--- src/design/slv_pkg.sv ---
`default_nettype none

package slv_pkg;

    // Field widths of the channels and registers.
    localparam int COMP_W  = 32;
    localparam int BOUND_W = 31;

    // Internal widths. A vector component needs 34 signed bits and its
    // magnitude 33 bits. The square of a magnitude needs 66 bits, and the
    // sum of three squares 68 bits.
    localparam int VEC_W   = COMP_W + 2;
    localparam int MAG_W   = VEC_W - 1;
    localparam int SQ_W    = 2 * MAG_W;
    localparam int SUM_W   = SQ_W + 2;
    localparam int BSQ_W   = 2 * BOUND_W;

    // Square root: one result bit per stage.
    localparam int ROOT_W     = SUM_W / 2;
    localparam int SQRT_STEPS = ROOT_W;
    localparam int REM_W      = ROOT_W + 3;

    // Division of magnitude times bound by the root: one quotient bit per stage.
    localparam int PROD_W    = MAG_W + BOUND_W;
    localparam int QUO_W     = BOUND_W;
    localparam int DIV_STEPS = QUO_W;
    localparam int DREM_W    = ROOT_W + 1;

    // Register stages of one limiter.
    localparam int LIM_LAT = SQRT_STEPS + DIV_STEPS + 6;

    // Configuration port.
    localparam int PADDR_W = 3;
    localparam int PDATA_W = 32;

    localparam logic [0:0] REG_MAX_SPEED = 1'b0;
    localparam logic [0:0] REG_MAX_DELTA = 1'b1;

    localparam logic [BOUND_W-1:0] MAX_SPEED_RST = BOUND_W'(65536);
    localparam logic [BOUND_W-1:0] MAX_DELTA_RST = BOUND_W'(65536);

    typedef logic signed [COMP_W-1:0] comp_t;
    typedef logic [2:0][VEC_W-1:0]    vec_t;
    typedef logic [2:0][COMP_W-1:0]   aux_t;

    typedef struct packed {
        logic [BOUND_W-1:0] max_speed;
        logic [BOUND_W-1:0] max_delta;
    } cfg_t;

    typedef struct packed {
        comp_t next_x;
        comp_t next_y;
        comp_t next_z;
    } result_t;

endpackage

`default_nettype wire

--- src/design/slv_cfg.sv ---
`default_nettype none

module slv_cfg (
    input  wire logic                         clk,
    input  wire logic                         rst_n,
    input  wire logic                         psel,
    input  wire logic                         penable,
    input  wire logic                         pwrite,
    input  wire logic [slv_pkg::PADDR_W-1:0]  paddr,
    input  wire logic [slv_pkg::PDATA_W-1:0]  pwdata,
    output logic      [slv_pkg::PDATA_W-1:0]  prdata,
    output logic                              pready,
    output slv_pkg::cfg_t                     cfg
);
    import slv_pkg::*;

    logic [BOUND_W-1:0] max_speed_reg;
    logic [BOUND_W-1:0] max_delta_reg;
    logic [0:0]         index;
    logic               wr_en;

    // Registers sit on 4-byte boundaries; bit 2 selects one.
    assign index  = paddr[2];
    assign wr_en  = psel && penable && pwrite;
    assign pready = 1'b1;

    // Register writes at the access cycle.
    always_ff @(posedge clk or negedge rst_n)
    begin
        if (!rst_n)
        begin
            max_speed_reg <= MAX_SPEED_RST;
            max_delta_reg <= MAX_DELTA_RST;
        end
        else if (wr_en)
        begin
            unique case (index)
                REG_MAX_SPEED: max_speed_reg <= pwdata[BOUND_W-1:0];
                REG_MAX_DELTA: max_delta_reg <= pwdata[BOUND_W-1:0];
                default:       max_speed_reg <= max_speed_reg;
            endcase
        end
    end

    // Read back.
    always_comb
    begin
        unique case (index)
            REG_MAX_SPEED: prdata = PDATA_W'(max_speed_reg);
            REG_MAX_DELTA: prdata = PDATA_W'(max_delta_reg);
            default:       prdata = '0;
        endcase
    end

    assign cfg.max_speed = max_speed_reg;
    assign cfg.max_delta = max_delta_reg;

endmodule

`default_nettype wire

--- config.mk ---
export PLATFORM = sky130hd
export DESIGN_NAME = slv_cfg
export DESIGN_NICKNAME = d
export VERILOG_FILES = /design/src/design/slv_pkg.sv /design/src/design/slv_cfg.sv
export SDC_FILE = /design/constraint.sdc
export NUM_CORES = 1
export LEC_CHECK = 0
export BUFFER_PORTS_ARGS = -buffer_cell sky130_fd_sc_hd__buf_2
export CAP_MARGIN = 10
export CORE_ASPECT_RATIO = 1.4
export CORE_MARGIN = 5
export CORE_UTILIZATION = 33
export CTS_CLUSTER_SIZE = 30
export DETAILED_ROUTE_END_ITERATION = 8
export PLACE_DENSITY = 0.67
export SYNTH_ARGS = -nofsm -noshare
export SYNTH_HDL_FRONTEND = slang
export SYNTH_SLANG_ARGS = --single-unit
--- constraint.sdc ---
create_clock -name clk -period 1.8 [get_ports clk]
set_input_delay 0.36 -clock clk [delete_from_list [all_inputs] [get_ports clk]]
set_output_delay 0.36 -clock clk [all_outputs]
set_load 0.1 [all_outputs]
* Word level (Yosys, flattened, before mapping) *
Index checks and enable logic that the tools add are counted.

storage, ports and cells
  flip-flop bits (word level) = 62
  bits of input ports = 40
  output and inout bits = 95
  word-level logic and storage cells = 8

cells by class
  mux-type cells = 1
  bitwise gates (word level) = 1
  reductions and logical operators = 4

operators with widths
  operator                             count
  one-hot mux 32 bit (2 select lines)  1
  AND reduction 2 bit                  2
  logical AND 1 bit                    2
  inverter 1 bit                       1

* Longest topological paths before layout *
  word-level depth = 3
  depth in mapped cells = 4
  mapped depth without buffers = 2

* Worst setup path after synthesis *
No wires, ideal clock.

  path type = reg2out
  start point = reg max_speed_reg[0]
  end point = out prdata[0] (netlist bit)
  arrival = 1568 ps
  required time = 1440 ps
  path slack = -128 ps
  cell stages (with the launch flop) = 2
  path buffers = 0
  path through = dfrtp_1 > mux2_2

on the way
  longest elaborated chain between the ends = 1

RTL lines
  what                                 line           text
  start: declaration                   slv_cfg.sv:17  logic [BOUND_W-1:0] max_speed_reg;
  start signal: assignment             slv_cfg.sv:38  REG_MAX_SPEED: max_speed_reg <= pwdata[BOUND_W-1:0];
  start signal: assignment             slv_cfg.sv:40  default: max_speed_reg <= max_speed_reg;
  one-hot mux 32 bit (2 select lines)  slv_cfg.sv:48  unique case (index)
  end: declaration                     slv_cfg.sv:11  output logic [slv_pkg::PDATA_W-1:0] prdata,

No other way between the ends. The select of a mux whose other input is x is not followed.

* Final worst setup path *
  start point = in paddr[2] (netlist bit)
  end point = out prdata[27] (netlist bit)

on the way
  longest elaborated chain between the ends = 2

RTL lines
  what                                     line           text
  start: declaration                       slv_cfg.sv:9   input wire logic [slv_pkg::PADDR_W-1:0] paddr,
  inverter 1 bit (no source line)          n/a
  one-hot mux 32 bit (2 select lines) (*)  slv_cfg.sv:48

Mark *: on every way between the ends. The rest lies on a longest branch, timed or not. The select of a mux whose other input is x is not followed.

==> results.yml <==
sta:
  finClkSkew_ps: 0
  slew_violations: 0
  timing.final.crit_share: 0.9147
  rsz0062_at_grt: "no"
  max_freq_ghz: 0.6074
  setup_viol: 0
  hold_viol_final: 0
  period_needed_ps: 1646
global_routing:
  grt_usage: 0.1370
  grt_pass1_vias: 2113
  grt.overflow.total: 0
  grt_first_pass_wirelength_um: 11260
  grt_start_max_net_pins: 63
  grt_antenna_before_repair: 1
critical_path:
  cp.required_ps: 1440
  critPathMostFrequentCell: "buf_12"
  reg2reg_to: "max_delta_reg[3]"
  cp_num_buf_inv: 3
  r2r_slack_ps: 970
  regToRegStartpoint: "max_delta_reg[3]"
  slowest_delay_ps: 380
  crit_path_end_kind: "output port"
  cp.depth: 4
  path_cells: "buf_2 -> buf_12 -> mux2_2 -> buf_12"
  critical_path_class: "input pin to output port"
  crit_fanout: 20
  cp-endpoint: "prdata[27]"
  arrival_ps: 1290
  startpoint_type: "input pin"
  ff2ff_path_depth: 1
  critPathLaunch: "paddr[2]"
  crit_family: "buffers and inverters"
  crit_slowest_cell: "mux2_2"
clock_tree:
  clock-sinks: 62
  clock_path_buffers: 2
  clk_latency_ps: 310
  cts_root_buf: "clkbuf_16"
  ctsResizeCount: 0
  htreeDepth: 3
  cts_hold_buf: 0
  cts_inserted_buffers: 9
  clk_pin_slew_ps: 50
  postCtsSetupBuffers: 0
  cts_tree: "built"
final_layout:
  final_common_cell: "buf_2"
  fin_util: 0.5212
  final_cell_mix: "98 x buf_2, 60 x mux2_2, 59 x dfrtp_2"
  drive_gt1_frac: 0.9741
  areaGrowthSynthToFinish_pct: 55.61
  antennaDiodeCount: 0
  layout.nets: 344
floorplan:
  fp.dieArea_um2: 10680
  core.rowCount: 40
  io_pins: 135
  die_h_um: 120.3
  start_util: 0.3349
  fp.coreArea_um2: 8558
  dieWidth_um: 88.77
drt:
  antenna_left: 0
  num_vias: 1918
  routed_wl_um: 6918
  drt-initial-drc-count: 42
  drc: 0
  avgViaCountPerCell: 4.633
  first_pass_iters: 2
  routedWlPerCell_um: 16.71
placement:
  gp_congestion: 0.7149
  hpwl_um: 5147
  portBuffers: 129
synth:
  ys_warn_count: 0
  syn_area_um2: 2866
  syn-num-nets: 211
  ys_seq_area_frac: 0.5421
  avgSynthCellArea_um2: 16.76
  synth-seq-cells: 62
  syn_inst: 171
  yosysUniqueCellTypes: 11
worst_hold_path:
  hp-class: "input pin to asynchronous set/reset pin"
outcome:
  outcome: "complete, no violations"
job:
  cap_viol_max_count: 0
-- cell type report --
type                    instances  area (um^2)
repair buffers                134         1211
clock buffers                  15        277.8
fillers                       734         4098
multi-input cells              97         1207
flip-flops and latches         62         1628
well taps                     105        131.4
clock inverters                 1        5.005
-- worst min-delay path by stage --
stage,start,end,slack (ps)
2_1_floorplan,rst_n,max_delta_reg[0],60
3_3_place_gp,rst_n,max_speed_reg[2],390
3_5_place_dp,rst_n,max_delta_reg[0],400
4_1_cts,rst_n,max_delta_reg[0],50
5_1_grt,rst_n,max_delta_reg[0],60
6_report,rst_n,max_delta_reg[0],40
-- cells in the mapped netlist --
master / n / area share
buf_6: 7 / 0.028
nand4b_4: 1 / 0.0083
dfrtp_1: 60 / 0.52
mux2_4: 30 / 0.16
mux2_2: 61 / 0.24
conb_1: 2 / 0.0026
dfstp_2: 2 / 0.018
buf_2: 3 / 0.0052
mux2_1: 2 / 0.0079
nand4_2: 1 / 0.0044
buf_4: 2 / 0.0052
-- routing by layer --
metal / vias to the layer above / global-route usage / wire (um)
li1: 878 / - / -
met1: 963 / 0.1545 / 2516
met2: 68 / 0.2379 / 3832
met3: 7 / 0.04090 / 477
met4: 2 / 0.05104 / 77
met5: - / 0 / 13
-- stage by stage --
| stage | setup TNS (ps) | worst slack (ps) | std cells | instance area (um^2) | hold slack, ps |
|---|---|---|---|---|---|
| finish | 0 | 153.5 | 414 | 4461 | 42.89 |
| global route | 0 | 113.2 | 414 | 4461 | 62.53 |
| CTS | 0 | 131.6 | 414 | 4461 | 49.59 |
| global placement | 0 | 151.3 | 398 | 4178 | 392.4 |
| floorplan | -124.9 | -124.9 | 171 | 2944 | 64.41 |
| detailed placement | 0 | 134.1 | 398 | 4178 | 397.3 |
-- kinds of logic (layout without fill, tap and decap cells) --
| logic type | after synthesis | in the layout | synth area share |
|---|---|---|---|
| other | 2 | 2 | 0.002620 |
| flip-flops | 62 | 62 | 0.5421 |
| buffers and inverters | 12 | 150 | 0.03797 |
| multiplexers | 93 | 93 | 0.4046 |
| AND/OR/NAND/NOR | 2 | 2 | 0.01266 |
Power is left out: the tool's default activity adds up to more than one toggle a clock period on the data nets, which glitch-free logic cannot reach.
