--- src/design/slv_pkg.sv ---
`default_nettype none

package slv_pkg;

    // Field widths of the channels and registers.
    localparam int COMP_W  = 32;
    localparam int BOUND_W = 31;

    // Internal widths. A vector component needs 34 signed bits and its
    // magnitude 33 bits. The square of a magnitude needs 66 bits, and the
    // sum of three squares 68 bits.
    localparam int VEC_W   = COMP_W + 2;
    localparam int MAG_W   = VEC_W - 1;
    localparam int SQ_W    = 2 * MAG_W;
    localparam int SUM_W   = SQ_W + 2;
    localparam int BSQ_W   = 2 * BOUND_W;

    // Square root: one result bit per stage.
    localparam int ROOT_W     = SUM_W / 2;
    localparam int SQRT_STEPS = ROOT_W;
    localparam int REM_W      = ROOT_W + 3;

    // Division of magnitude times bound by the root: one quotient bit per stage.
    localparam int PROD_W    = MAG_W + BOUND_W;
    localparam int QUO_W     = BOUND_W;
    localparam int DIV_STEPS = QUO_W;
    localparam int DREM_W    = ROOT_W + 1;

    // Register stages of one limiter.
    localparam int LIM_LAT = SQRT_STEPS + DIV_STEPS + 6;

    // Configuration port.
    localparam int PADDR_W = 3;
    localparam int PDATA_W = 32;

    localparam logic [0:0] REG_MAX_SPEED = 1'b0;
    localparam logic [0:0] REG_MAX_DELTA = 1'b1;

    localparam logic [BOUND_W-1:0] MAX_SPEED_RST = BOUND_W'(65536);
    localparam logic [BOUND_W-1:0] MAX_DELTA_RST = BOUND_W'(65536);

    typedef logic signed [COMP_W-1:0] comp_t;
    typedef logic [2:0][VEC_W-1:0]    vec_t;
    typedef logic [2:0][COMP_W-1:0]   aux_t;

    typedef struct packed {
        logic [BOUND_W-1:0] max_speed;
        logic [BOUND_W-1:0] max_delta;
    } cfg_t;

    typedef struct packed {
        comp_t next_x;
        comp_t next_y;
        comp_t next_z;
    } result_t;

endpackage

`default_nettype wire

--- src/design/slv_out_if.sv ---
`default_nettype none

interface slv_out_if;
    import slv_pkg::*;

    logic  valid;
    logic  ready;
    comp_t next_x;
    comp_t next_y;
    comp_t next_z;

    modport source (
        output valid, next_x, next_y, next_z,
        input  ready
    );

    modport sink (
        input  valid, next_x, next_y, next_z,
        output ready
    );
endinterface

`default_nettype wire

--- src/design/slv_skid.sv ---
`default_nettype none

module slv_skid (
    input  wire logic             clk,
    input  wire logic             rst_n,
    input  wire logic             push,
    input  wire slv_pkg::result_t push_data,
    output logic                  full,
    slv_out_if.source             result
);
    import slv_pkg::*;

    result_t    ent0_reg, ent0_next;
    result_t    ent1_reg, ent1_next;
    logic [1:0] cnt_reg, cnt_next;

    // Two-entry buffer: entry 0 is the head.
    always_comb
    begin
        logic       pop;
        logic [1:0] left;
        pop       = (cnt_reg != 2'd0) && result.ready;
        left      = cnt_reg - {1'b0, pop};
        ent0_next = pop ? ent1_reg : ent0_reg;
        ent1_next = ent1_reg;
        if (push)
        begin
            if (left == 2'd0)
            begin
                ent0_next = push_data;
            end
            else
            begin
                ent1_next = push_data;
            end
        end
        cnt_next = left + {1'b0, push};
    end

    always_ff @(posedge clk)
    begin
        ent0_reg <= ent0_next;
        ent1_reg <= ent1_next;
    end

    always_ff @(posedge clk or negedge rst_n)
    begin
        if (!rst_n)
        begin
            cnt_reg <= 2'd0;
        end
        else
        begin
            cnt_reg <= cnt_next;
        end
    end

    assign full         = cnt_reg == 2'd2;
    assign result.valid = cnt_reg != 2'd0;
    assign result.next_x = ent0_reg.next_x;
    assign result.next_y = ent0_reg.next_y;
    assign result.next_z = ent0_reg.next_z;

endmodule

`default_nettype wire

--- src/flat_wrapper.sv ---
// flat-port wrapper written by rule: the top's interface ports become plain ports
module slv_skid_flat import slv_pkg::*;
  (clk, rst_n, push, push_data, full, result_valid, result_next_x, result_next_y, result_next_z, result_ready);
  slv_out_if result_i ();
  input  wire logic clk;
  input  wire logic rst_n;
  input  wire logic push;
  input  wire slv_pkg::result_t push_data;
  output logic full;
  output wire logic [$bits(result_i.valid)-1:0] result_valid;
  output wire logic [$bits(result_i.next_x)-1:0] result_next_x;
  output wire logic [$bits(result_i.next_y)-1:0] result_next_y;
  output wire logic [$bits(result_i.next_z)-1:0] result_next_z;
  input wire logic [$bits(result_i.ready)-1:0] result_ready;
  assign result_valid = result_i.valid;
  assign result_next_x = result_i.next_x;
  assign result_next_y = result_i.next_y;
  assign result_next_z = result_i.next_z;
  assign result_i.ready = result_ready;
  slv_skid u_core (.clk(clk), .rst_n(rst_n), .push(push), .push_data(push_data), .full(full), .result(result_i));
endmodule
--- config.mk ---
export PLATFORM = sky130hd
export DESIGN_NAME = slv_skid_flat
export DESIGN_NICKNAME = d
export VERILOG_FILES = /design/src/design/slv_pkg.sv /design/src/design/slv_out_if.sv /design/src/design/slv_skid.sv /design/src/flat_wrapper.sv
export SDC_FILE = /design/constraint.sdc
export NUM_CORES = 1
export LEC_CHECK = 0
export ABC_AREA = 1
export BUFFER_PORTS_ARGS = -buffer_cell sky130_fd_sc_hd__buf_4
export CORE_MARGIN = 2
export CORE_UTILIZATION = 40
export CTS_CLUSTER_SIZE = 20
export DETAILED_ROUTE_END_ITERATION = 6
export PLACE_DENSITY = 0.74
export SETUP_SLACK_MARGIN = 0.02
export SYNTH_ARGS = -nofsm -noshare
export SYNTH_HDL_FRONTEND = slang
export SYNTH_SLANG_ARGS = --single-unit
--- constraint.sdc ---
create_clock -name clk -period 11.65 [get_ports clk]
set_input_delay 2.33 -clock clk [delete_from_list [all_inputs] [get_ports clk]]
set_output_delay 2.33 -clock clk [all_outputs]
set_load 0.01 [all_outputs]
==> Yosys cells after proc, flatten, opt, wreduce, memory -nomap -nowiden <==
Cells that the tools add are included.
{ "word_totals": {"register_bits": 194, "latchBits": 0, "ramBits": 0, "romBits": 0, "input_bits": 100, "output_inout_bits": 98, "word_cells": 18, "mem_count": 0} }
{ "classes": {"addsub": 2, "multipliers": 0, "n_div": 0, "n_lt_le_gt_ge": 0, "n_eq_ne": 1, "n_shift": 0, "mux": 3, "bitwise": 1, "reduce_logical": 4} }
{ "ops": {"columns": ["operator", "count"], "rows": [
  ["96-bit two-way mux", 3],
  ["2-bit by 1-bit adder with 2-bit output", 1],
  ["2-bit == test, second input constant", 1],
  ["2-bit logical NOT", 1],
  ["2-bit AND reduction", 1],
  ["2-bit nonzero test", 1],
  ["2-bit by 1-bit subtractor with 2-bit output", 1],
  ["1-bit logical AND", 1],
  ["1-bit inverter", 1]
]} }

==> Depth between registers and ports, before layout <==
{ "logic_depth": {"ltp_word": 6, "mapped_depth": 9, "mapped_depth_nobuf": 6} }

==> Worst setup path after synthesis <==
Ideal clock, no wire load.
{ "synth_timing": {"path_type": "in2reg", "start": "in result_ready", "end": "reg u_core.ent1_reg[0] in the netlist's numbering (enable)", "setup_time_ns": 0.698, "t_arrival_ns": 9.478, "required_time_ns": 10.952, "path_slack_ns": 1.474, "cell_stages": 4, "n_path_buf": 1, "cell_sequence": "buf_4 inv_2 nand2_1 a21boi_0"} }
{ "synth_via": {"elab_chain_cells": 5} }
{ "synth_lines": {"columns": ["item", "line", "text"], "rows": [
  ["start, declared", "flat_wrapper.sv:14", "input wire logic [$bits(result_i.ready)-1:0] result_ready;"],
  ["1-bit logical AND", "slv_skid.sv:22", "pop = (cnt_reg != 2'd0) && result.ready;"],
  ["2-bit by 1-bit subtractor with 2-bit output", "slv_skid.sv:23", "left = cnt_reg - {1'b0, pop};"],
  ["2-bit logical NOT", "slv_skid.sv:28", "if (left == 2'd0)"],
  ["1-bit inverter (no line)", null, null],
  ["2-bit AND reduction (no line)", null, null],
  ["end signal, assigned", "slv_skid.sv:43", "ent1_reg <= ent1_next;"],
  ["end, declared", "slv_skid.sv:14", "result_t ent1_reg, ent1_next;"]
]} }
Every way passes these cells.
A chain may end at the register's enable or synchronous reset.

==> key figures <==
CTS
  – Post-CTS Resized: 0
  – CTS Root Cell: clkbuf_16
  – Postcts setup bufs: 0
  – Clk_lat worst skew: 430 ps
  – Largest buffer count on any clock path: 2
  – Number of hold buffers added after cts: 0
  – CTS clk-pin slew, worst paths: 70 ps
  – Number of CTS-inserted buffers: 17
  – H-tree depth: 4
  – CTS tree: done
  – Clk sinks: 194

Yosys
  – Synth Area in Simple Gates: 25.96%
  – Post-synthesis xor/xnor area fraction: 0.1098%
  – Mapped Area: 7976 µm²
  – Sequential-to-total area share from yosys stat: 60.86%
  – Post-Syn Nets: 1,033
  – Synth unique cells: 19
  – Cells after synthesis: 932
  – Post-synthesis compound-gate area fraction: 0.2667%
  – Synth warn: 0
  – Post-synthesis average cell area: 8.558 µm²
  – Mux cell area share after synthesis: 0%
  – Main combinational cell family by area after synthesis: simple AND/OR/NAND/NOR gates
  – Adder-cell share of the synthesized area: 0.1569%
  – Register bit count reported by yosys: 194

STA
  – Slew @ Worst Pin: 1218 ps
  – Fin crit period: 4685 ps
  – Worst slew margin: 18.50%
  – Clk_skew: 9.919 ps
  – Final Hold Viols: 0
  – Final period util: 40.21%
  – RSZ-0062 raised after global routing: no
  – Fin. max-slew vios: 0
  – Setup TNS: 0 ps
  – Fmax: 213.4 MHz
  – Endpoints failing setup: 0
  – WHS: 533.0 ps

Floorplanning
  – Die Area: 21,090 µm²
  – I/O pins: 198
  – Initial Utilization: 40.85%
  – FP Rows: 51
  – DIE WIDTH: 145.2 µm
  – Chip height: 145.2 µm
  – Core region area: 19,530 µm²

Routing
  – Wire per inst: 13.51 µm
  – Met1 wire length: 8.425 mm
  – Routed wl met2: 8.795 mm
  – ANT nets after route: 0
  – DR DRC count: 0
  – WL final: 18.67 mm
  – Via/cell ratio: 4.527
  – Via count: 6,256
  – Highest Signal Layer: met4
  – Iter 0 DRT Violations: 271
  – DRT Pass-1 Iters: 5
  – DR WL met3: 1.221 mm

Worst setup path
  – Worst-path fanout max: 54
  – CP Class: input port to flip-flop
  – Crit path top cell by count: nand2_1
  – CP Data Arrival Time: 5060 ps
  – Worst Setup Start Kind: input port
  – CP max stage cell: clkinv_2
  – Worst path cell trace: buf_4 -> inv_2 -> nand2_1 -> nand3_4 -> clkinv_2 -> buf_4 -> nand2_1 -> nand2_1
  – Worst EP required: 12,030 ps
  – Crit end category: flip-flop
  – CP max stage delay: 670 ps

Pwr
  – Power per standard cell area: 265.3 nW/µm²
  – LEAKAGE: 5.329 nW
  – Worst VDD drop: 0.0001200 V
  – Total power: 2.721 mW

Global routing
  – Initial antenna violation count: 0
  – Gr usage total: 17.82%
  – Pin count of the biggest net entering global routing: 97
  – Global route overflow: 0
  – Vias in the first global route: 6,062
  – First-pass GRT wire length: 30.28 mm

Finish
  – Core Util, Final: 52.52%
  – Number of flip-flops in the largest register: 96
  – Layout cells sized above 1: 21.58%
  – Antenna cell count: 0
  – Syn-to-layout area delta: 28.58%
  – Post-route cell area: 10,260 µm²
  – Nets@finish: 1,205

Status
  – Outcome: finished, final reports clean

Placement
  – Port bufs: 197
  – DPL Wire Length: 11.49 mm
  – DP Area: 9602 µm²
  – Placer Congestion: 0.7473

Flow run
  – Total of max-cap violations: 0

Hold path
  – Type of the worst min-delay path: flip-flop to flip-flop
==> per-layer routing <==
metal  vias to the layer above  GRT usage, %
li1                       3209             -
met1                      2837         23.23
met2                       196         29.69
met3                        14         4.182
met4                         0         5.049
met5                         -             0
==> cell usage after synthesis, drive strengths merged <==
cell / instances / share of area [%]
o21ai: 1 / 0.11
dfxtp: 96 / 24
edfxtp: 96 / 36
ha: 1 / 0.16
inv: 196 / 9.2
clkbuf: 15 / 0.71
nor2: 1 / 0.047
a21boi: 1 / 0.094
buf: 36 / 2.7
nand2: 292 / 14
dfrtp: 2 / 0.63
xor2: 1 / 0.11
a21oi: 1 / 0.063
nand3: 193 / 12
==> path summary, 6_finish.rpt <==
kind / cells past startpoint / endpoint / start / slack [ps]
hold reg to reg: 4 / u_core.result.next_x[9] / u_core.result.next_x[9] / 530
setup / recovery: 8 / u_core.result.next_z[27] / result_ready / 6970
hold / removal: 4 / u_core.result.next_x[9] / u_core.result.next_x[9] / 530
setup reg to reg: 6 / u_core.result.next_z[27] / u_core.cnt_reg[1] / 8880
min in group asynchronous: 1 / u_core.cnt_reg[0] / rst_n / 1670
max in group asynchronous: 1 / u_core.cnt_reg[1] / rst_n / 9890
==> critical path, delay by kind of cell <==
family                 cells  cell delay, ps
buffers and inverters      4            1770
and+or+nand+nor            4             890
==> cell usage in the layout, fill, tap and decap left out <==
cell	count
a21oi_1	1
inv_8	2
xor2_1	1
inv_1	194
nand2_4	1
ha_1	1
dfxtp_1	96
a21boi_4	1
clkinv_1	1
nand3_1	192
inv_6	2
bufinv_16	5
nand3_4	1
nor2_1	1
clkinvlp_4	1
clkinv_2	3
buf_4	204
o21ai_4	1
nand2_1	291
inv_2	1
clkinv_4	2
dfrtp_1	2
clkbuf_16	17
edfxtp_1	96
==> area by class of cell <==
| type | instances | area (µm²) |
|---|---|---|
| Inverter | 196 | 737.0 |
| Multi-Input combinational cell | 491 | 2147 |
| Sequential cell | 194 | 4855 |
| Clock inverter | 15 | 229.0 |
| Fill cell | 1801 | 9270 |
| Tap cell | 265 | 331.6 |
| Clock buffer | 17 | 425.4 |
| Timing Repair Buffer | 204 | 1531 |
==> report_power, final <==
group | leakage [nW] | switching [mW] | total (mW) | internal [mW]
logic | 3.27 | 0.558 | 0.971 | 0.414
registers | 1.74 | 0.121 | 1.10 | 0.974
clock network | 0.319 | 0.269 | 0.654 | 0.385
==> cells by family after synthesis <==
kind of cell / after synthesis
flops: 194
fa+ha+maj: 1
compound gates: 3
simple gates: 486
buf+inv: 247
xor+xnor: 1
==> stage by stage <==
stage | cells | worst slack [ps]
finish | 1382 | 6965
global route | 1382 | 6681
CTS | 1382 | 6896
detailed placement | 1350 | 6448
global placement | 1350 | 6561
floorplan | 932 | 1474
Note: power is estimated with default switching activity, not from simulation.
